## src/rtl/core/fac_pkg.sv

```systemverilog
// shared types and constants for the fully associative cache hit/miss block
package fac_pkg;

    localparam int LINES_DEF     = 32;
    localparam int ADDR_BITS_DEF = 32;
    localparam int ADDR_W        = 32;
    localparam int VICTIM_W      = 5;
    localparam int VICTIM_CODES  = 32;
    localparam int RUN_W         = 20;
    localparam int TOTAL_W       = 32;

    localparam logic CMD_ACCESS = 1'b0;
    localparam logic CMD_START  = 1'b1;

    localparam logic [RUN_W-1:0]   RUN_MAX   = {RUN_W{1'b1}};
    localparam logic [TOTAL_W-1:0] TOTAL_MAX = {TOTAL_W{1'b1}};

    typedef struct packed {
        logic                cmd;
        logic [ADDR_W-1:0]   address;
        logic [VICTIM_W-1:0] victim_choice;
    } in_beat_t;

    typedef struct packed {
        logic               hit;
        logic [RUN_W-1:0]   run_hits;
        logic [RUN_W-1:0]   run_misses;
        logic [TOTAL_W-1:0] total_hits;
        logic [TOTAL_W-1:0] total_misses;
    } out_beat_t;

    typedef struct packed {
        logic en;
        logic start;
        logic hit;
    } stats_ctl_t;

    typedef struct packed {
        logic [RUN_W-1:0]   run_hits;
        logic [RUN_W-1:0]   run_misses;
        logic [TOTAL_W-1:0] total_hits;
        logic [TOTAL_W-1:0] total_misses;
    } stats_val_t;

endpackage

```

## src/rtl/core/fully_assoc_cache_random_replace.sv

```systemverilog
// top level: fully associative cache hit/miss tracker with random replacement
//
//   channel   handshake             beat          dir
//   in        in_valid / in_ready   in_data       in   access or start command
//   out       out_valid / out_ready out_data      out  hit flag and counters
//
// the accept cycle registers a compare in every line cell; the resolve stage then
// reduces the matches, writes the fill or victim line and counts
// a new beat is taken only once the previous one has moved to the output register
// out stalls hold the resolve stage, and with it in_ready, until out_ready
// reset invalidates all lines and clears fill count and counters; no clearing pass
module fully_assoc_cache_random_replace #(
    parameter int LINES     = fac_pkg::LINES_DEF,
    parameter int ADDR_BITS = fac_pkg::ADDR_BITS_DEF
) (
    input  logic               clk,
    input  logic               rst_n,
    input  logic               in_valid,
    output logic               in_ready,
    input  fac_pkg::in_beat_t  in_data,
    output logic               out_valid,
    input  logic               out_ready,
    output fac_pkg::out_beat_t out_data
);
    import fac_pkg::*;

    localparam int IDX_W  = (LINES > 1) ? $clog2(LINES) : 1;
    localparam int FILL_W = $clog2(LINES + 1);
    localparam logic [FILL_W-1:0] FILL_FULL = FILL_W'(LINES);

    logic                 pend_reg;
    logic                 pend_next;
    logic                 cmd_reg;
    logic [ADDR_BITS-1:0] addr_reg;
    logic [VICTIM_W-1:0]  victim_reg;
    logic [FILL_W-1:0]    fill_reg;
    logic [FILL_W-1:0]    fill_next;
    logic                 out_valid_reg;
    logic                 out_valid_next;
    out_beat_t            out_data_reg;

    logic                 in_fire;
    logic                 resolve;
    logic                 is_start;
    logic                 any_hit;
    logic                 miss_wr;
    logic                 filling;
    logic [IDX_W-1:0]     victim_idx;
    logic [ADDR_BITS-1:0] in_addr;
    logic [ADDR_BITS+ADDR_W-1:0] addr_wide;
    logic [LINES-1:0]     match_vec;
    logic [LINES-1:0]     wr_vec;
    logic [IDX_W-1:0]     vic_map [VICTIM_CODES];
    stats_ctl_t           st_ctl;
    stats_val_t           st_nxt;

    assign addr_wide = {{ADDR_BITS{1'b0}}, in_data.address};
    assign in_addr   = addr_wide[ADDR_BITS-1:0];

    assign in_ready  = !pend_reg;
    assign in_fire   = in_valid && in_ready;
    assign resolve   = pend_reg && (!out_valid_reg || out_ready);
    assign is_start  = (cmd_reg == CMD_START);
    assign any_hit   = |match_vec;
    assign miss_wr   = resolve && !is_start && !any_hit;
    assign filling   = (fill_reg != FILL_FULL);

    for (genvar k = 0; k < VICTIM_CODES; k++)
    begin : g_vic
        assign vic_map[k] = IDX_W'(k % LINES);
    end

    assign victim_idx = vic_map[victim_reg];

    for (genvar i = 0; i < LINES; i++)
    begin : g_line
        assign wr_vec[i] = miss_wr &&
            (filling ? (fill_reg == FILL_W'(i)) : (victim_idx == IDX_W'(i)));

        fac_cell #(
            .ADDR_BITS (ADDR_BITS)
        ) u_cell (
            .clk      (clk),
            .rst_n    (rst_n),
            .clear    (resolve && is_start),
            .wr_en    (wr_vec[i]),
            .wr_addr  (addr_reg),
            .cmp_en   (in_fire),
            .cmp_addr (in_addr),
            .match    (match_vec[i])
        );
    end

    assign st_ctl.en    = resolve;
    assign st_ctl.start = is_start;
    assign st_ctl.hit   = any_hit;

    fac_stats u_stats (
        .clk   (clk),
        .rst_n (rst_n),
        .ctl   (st_ctl),
        .nxt   (st_nxt)
    );

    always_comb
    begin
        pend_next = pend_reg;
        if (in_fire)
            pend_next = 1'b1;
        else if (resolve)
            pend_next = 1'b0;

        fill_next = fill_reg;
        if (resolve && is_start)
            fill_next = '0;
        else if (miss_wr && filling)
            fill_next = fill_reg + 1'b1;

        out_valid_next = out_valid_reg;
        if (resolve)
            out_valid_next = 1'b1;
        else if (out_ready)
            out_valid_next = 1'b0;
    end

    always_ff @(posedge clk or negedge rst_n)
    begin
        if (!rst_n)
        begin
            pend_reg      <= 1'b0;
            fill_reg      <= '0;
            out_valid_reg <= 1'b0;
        end
        else
        begin
            pend_reg      <= pend_next;
            fill_reg      <= fill_next;
            out_valid_reg <= out_valid_next;
        end
    end

    always_ff @(posedge clk)
    begin
        if (in_fire)
        begin
            cmd_reg    <= in_data.cmd;
            addr_reg   <= in_addr;
            victim_reg <= in_data.victim_choice;
        end
        if (resolve)
        begin
            out_data_reg.hit          <= !is_start && any_hit;
            out_data_reg.run_hits     <= st_nxt.run_hits;
            out_data_reg.run_misses   <= st_nxt.run_misses;
            out_data_reg.total_hits   <= st_nxt.total_hits;
            out_data_reg.total_misses <= st_nxt.total_misses;
        end
    end

    assign out_valid = out_valid_reg;
    assign out_data  = out_data_reg;

endmodule

```

## src/rtl/core/fac_cell.sv

```systemverilog
// one cache line: stored address, valid bit and a registered compare
module fac_cell #(
    parameter int ADDR_BITS = fac_pkg::ADDR_BITS_DEF
) (
    input  logic                 clk,
    input  logic                 rst_n,
    input  logic                 clear,
    input  logic                 wr_en,
    input  logic [ADDR_BITS-1:0] wr_addr,
    input  logic                 cmp_en,
    input  logic [ADDR_BITS-1:0] cmp_addr,
    output logic                 match
);
    import fac_pkg::*;

    logic                 valid_reg;
    logic                 valid_next;
    logic [ADDR_BITS-1:0] addr_reg;
    logic                 match_reg;
    logic                 match_next;

    always_comb
    begin
        valid_next = valid_reg;
        if (clear)
        begin
            valid_next = 1'b0;
        end
        else if (wr_en)
        begin
            valid_next = 1'b1;
        end
        match_next = match_reg;
        if (cmp_en)
        begin
            match_next = valid_reg && (addr_reg == cmp_addr);
        end
    end

    always_ff @(posedge clk or negedge rst_n)
    begin
        if (!rst_n)
        begin
            valid_reg <= 1'b0;
            match_reg <= 1'b0;
        end
        else
        begin
            valid_reg <= valid_next;
            match_reg <= match_next;
        end
    end

    always_ff @(posedge clk)
    begin
        if (wr_en && !clear)
        begin
            addr_reg <= wr_addr;
        end
    end

    assign match = match_reg;

endmodule

```

## src/rtl/core/fac_stats.sv

```systemverilog
// run and grand hit/miss counters, all saturating
module fac_stats (
    input  logic               clk,
    input  logic               rst_n,
    input  fac_pkg::stats_ctl_t ctl,
    output fac_pkg::stats_val_t nxt
);
    import fac_pkg::*;

    logic [RUN_W-1:0]   run_hit_reg;
    logic [RUN_W-1:0]   run_miss_reg;
    logic [TOTAL_W-1:0] grand_hit_reg;
    logic [TOTAL_W-1:0] grand_miss_reg;
    logic [RUN_W-1:0]   run_hit_next;
    logic [RUN_W-1:0]   run_miss_next;
    logic [TOTAL_W-1:0] grand_hit_next;
    logic [TOTAL_W-1:0] grand_miss_next;

    always_comb
    begin
        run_hit_next    = run_hit_reg;
        run_miss_next   = run_miss_reg;
        grand_hit_next  = grand_hit_reg;
        grand_miss_next = grand_miss_reg;
        if (ctl.start)
        begin
            run_hit_next  = '0;
            run_miss_next = '0;
        end
        else if (ctl.hit)
        begin
            if (run_hit_reg != RUN_MAX)
                run_hit_next = run_hit_reg + 1'b1;
            if (grand_hit_reg != TOTAL_MAX)
                grand_hit_next = grand_hit_reg + 1'b1;
        end
        else
        begin
            if (run_miss_reg != RUN_MAX)
                run_miss_next = run_miss_reg + 1'b1;
            if (grand_miss_reg != TOTAL_MAX)
                grand_miss_next = grand_miss_reg + 1'b1;
        end
    end

    always_ff @(posedge clk or negedge rst_n)
    begin
        if (!rst_n)
        begin
            run_hit_reg    <= '0;
            run_miss_reg   <= '0;
            grand_hit_reg  <= '0;
            grand_miss_reg <= '0;
        end
        else if (ctl.en)
        begin
            run_hit_reg    <= run_hit_next;
            run_miss_reg   <= run_miss_next;
            grand_hit_reg  <= grand_hit_next;
            grand_miss_reg <= grand_miss_next;
        end
    end

    assign nxt.run_hits     = run_hit_next;
    assign nxt.run_misses   = run_miss_next;
    assign nxt.total_hits   = grand_hit_next;
    assign nxt.total_misses = grand_miss_next;

endmodule
```

## config.mk

```make
export PLATFORM = sky130hd
export DESIGN_NAME = fully_assoc_cache_random_replace
export DESIGN_NICKNAME = d
export VERILOG_FILES = /design/src/rtl/core/fac_pkg.sv /design/src/rtl/core/fully_assoc_cache_random_replace.sv /design/src/rtl/core/fac_cell.sv /design/src/rtl/core/fac_stats.sv
export SDC_FILE = /design/constraint.sdc
export NUM_CORES = 2
export LEC_CHECK = 0
export BUFFER_PORTS_ARGS = -buffer_cell sky130_fd_sc_hd__clkbuf_2
export CAP_MARGIN = 10
export CORE_MARGIN = 5
export CORE_UTILIZATION = 55
export CTS_BUF_LIST = sky130_fd_sc_hd__clkbuf_4 sky130_fd_sc_hd__clkbuf_8
export CTS_CLUSTER_SIZE = 12
export DETAILED_ROUTE_END_ITERATION = 8
export GPL_TIMING_DRIVEN = 1
export HOLD_SLACK_MARGIN = 0.03
export PLACE_DENSITY_LB_ADDON = 0.25
export RECOVER_POWER = 100
export SLEW_MARGIN = 40
export SYNTH_ARGS = -nofsm -noshare
export SYNTH_HDL_FRONTEND = slang
export SYNTH_SLANG_ARGS = --single-unit
```

## constraint.sdc

```tcl
create_clock -name clk -period 6.6 [get_ports clk]
set_input_delay 0.66 -clock clk [delete_from_list [all_inputs] [get_ports clk]]
set_output_delay 0.66 -clock clk [all_outputs]
set_load 0.05 [all_outputs]
```

==> results.yml <==
status:
  status: "complete, but fails checks"
  violations: "capacitance limit, slew limit"
clocking:
  clock-sinks: 1343
  root_buffer: "clkbuf_8"
  cts-htree-levels: 4
  numCtsBuffers: 212
  cts-hold-fix-buffers: 8
  cts_tree: "yes"
  clockBufferDepth: 3
  clk_pin_slew_ns: 0.06
  cts_setup_buffers: 0
  insertion_delay_ns: 0.92
  ctsResizeCount: 0
grt:
  met1_usage: 0.409
  met3_usage: 0.0729
  grt.total_usage: 0.302
  grt.met2_usage: 0.482
  grt_pass1_vias: 33400
  grt_max_degree: 81
  gr-total-overflow: 0
  grt.busiest_layer: "met2"
  grt_pass1_wl_mm: 240
  antenna_found_initial: 7
pwr:
  p_leak_nw: 22.0
  peakVddDrop_uv: 249
  p_per_area_nw_per_um2: 332
hold_path:
  hold_depth: 3
  hp-class: "input port to flip-flop"
  min_from: "out_ready"
cells_and_area:
  num-fill-cells: 7761
  area_growth_pct: 12.1
  mostFrequentLayoutCells: "edfxtp_1, xor2_1, xnor2_1, clkbuf_8, nor4_1"
  largest_register_ffs: 1024
  layout_commonest_cell: "edfxtp_1"
  drive_above_1_share: 0.113
  nNetsFinal: 4180
yosys:
  synth_top_cells_by_area: "edfxtp_1, xor2_1, dfrtp_1"
  ys_seq_area_frac: 0.692
  dominantRegCellSynth: "edfxtp_1"
  async_flop_share: 0.131
  synth-seq-cells: 1343
  synthCells: 3813
  synth_area_leader_cell: "edfxtp_1"
  yosys_warnings: 0
  synth.net_count: 3861
  avgSynthCellArea_um2: 14.9
  yosysTopAreaCellShare: 0.615
  synth_edf_count: 1167
  synth_cell_types: 65
  syn_area_um2: 57000
detailed_routing:
  vias_per_cell: 6.11
  drt_iter0_markers: 4327
  wl_per_cell_um: 29.6
  ant_nets: 0
  wl_mm: 169
  drc: 0
  dr.pass1.iters: 5
  vias: 34800
placed_design:
  io_buffers: 148
  dpl.hpwl_mm: 95.6
  pre_cts_slack_ns: 2.39
  place.gp.congestion: 0.845
critical_path:
  critPathRequiredTime_ns: 7.11
  end_kind: "flip-flop"
  crit_path_end: "g_line[24].u_cell.addr_reg[14]"
  crit_arrival_ns: 5.92
  rr_worst_depth: 7
  worstReg2RegStart: "g_line[26].u_cell.match"
  worst_setup_path_start_kind: "flip-flop"
  rr_endpoint: "g_line[24].u_cell.addr_reg[14]"
  worst-setup-path-type: "flip-flop to flip-flop"
  crit_start: "g_line[26].u_cell.match"
  critPathMaxFanout: 21
  regToRegSetupSlack_ns: 1.20
sta:
  slew-limit-headroom: -2.08
  fin_tns_setup_ns: 0
  fin_crit_sh: 0.819
  finalSetupViolations: 0
  finalHoldViolCount: 0
  fmax_mhz: 185
  rsz0062_at_grt: "no"
  fin_crit_ns: 5.40
  finalWorstSetupSlack_ns: 1.20
  skew_ns: 0.0526
  tightest_slew_ns: 4.62
  drv_slew: 2088
  timing.hold.ws_ns: 0.205
job:
  cap_violations: 85
floorplan:
  initial_utilization: 0.552
  die_area_um2: 110000
  fp.dieW_um: 332
  rows: 118
  die_h_um: 332
  core_um2: 103000
  ioPinCount: 149
==> cell type report <==
| type | instances | area [um2] | share of cell area |
|---|---|---|---|
| clock buffer | 323 | 3910 | 0.0612 |
| inverter | 16 | 62.6 | 0.000979 |
| tap | 1380 | 1730 | 0.0270 |
| sequential | 1343 | 39400 | 0.617 |
| timing repair buffer | 310 | 1580 | 0.0247 |
| clock inverter | 75 | 537 | 0.00840 |
| antenna | 6 | 15.0 | 0.000235 |
| multi-input combinational | 2249 | 16600 | 0.260 |
==> logic make-up (layout without fill, tap and decap cells) <==
logic type / count (synthesis) / count (layout) / share of synthesized area
and+or+nand+nor: 886 / 886 / 0.0857
xor gates and xnor gates: 1176 / 1176 / 0.181
buffers and inverters: 221 / 724 / 0.0159
muxes: 26 / 26 / 0.00461
AOI/OAI and AO/OA: 155 / 155 / 0.0194
other: 0 / 6 / 0
adders and majority gates: 6 / 6 / 0.00132
DFF: 1343 / 1343 / 0.692
==> stage by stage <==
stage               power [W]  utilization  cells  cell area (um2)
detailed placement     0.0141        0.583   5287            60200
global placement       0.0140        0.581   5274            59900
finish                 0.0212        0.619   5702            63900
floorplan              0.0125            -   3813            57000
global route           0.0218        0.619   5697            63900
CTS                    0.0213        0.627   5693            64700
==> critical path, cell delays in order, from the launching register on <==
cell and delay, ns:
dfrtp_1 0.39, nor4_1 0.48, nand4_1 0.58, nor4_1 1.14, nand2_1 0.17, clkbuf_1 0.58
nor3_4 0.70, clkbuf_1 0.91
==> power by group <==
part,internal (W),switching (W)
Clock,0.00399,0.00331
Combinational,0.000609,0.00277
Sequential,0.0101,0.000359
==> worst min-delay path by stage <==
stage	end
2_1_floorplan	fill_reg[0]
3_3_place_gp	g_line[2].u_cell.valid_reg
3_5_place_dp	g_line[9].u_cell.valid_reg
4_1_cts	out_valid
5_1_grt	out_valid
6_report	out_valid
==> synthesized netlist by cell type, types with 6 or more instances <==
master / n
edfxtp_1: 1167
xor2_1: 782
xnor2_1: 394
nor4_1: 216
dfrtp_1: 176
nand4_1: 174
nand2_1: 136
nor2_1: 119
nor3_1: 91
clkbuf_1: 87
buf_1: 68
nand3_1: 48
buf_2: 45
a22o_1: 34
o21ai_0: 34
a21o_1: 26
mux2i_1: 24
and3_1: 20
and4_1: 16
inv_1: 15
a21oi_1: 13
nand2b_1: 8
nor3_2: 8
or2_2: 7
or3_1: 7
or4_1: 7
a31oi_1: 6
ha_1: 6
==> metal layers <==
metal	up-vias	routed length (um)	part of all wire
met3	419	19300	0.11
met5	-	51	0.00030
met1	17600	63500	0.38
met4	6	7060	0.042
met2	2211	79100	0.47
li1	14600	-	-
Note: power is estimated with default switching activity, not from simulation.
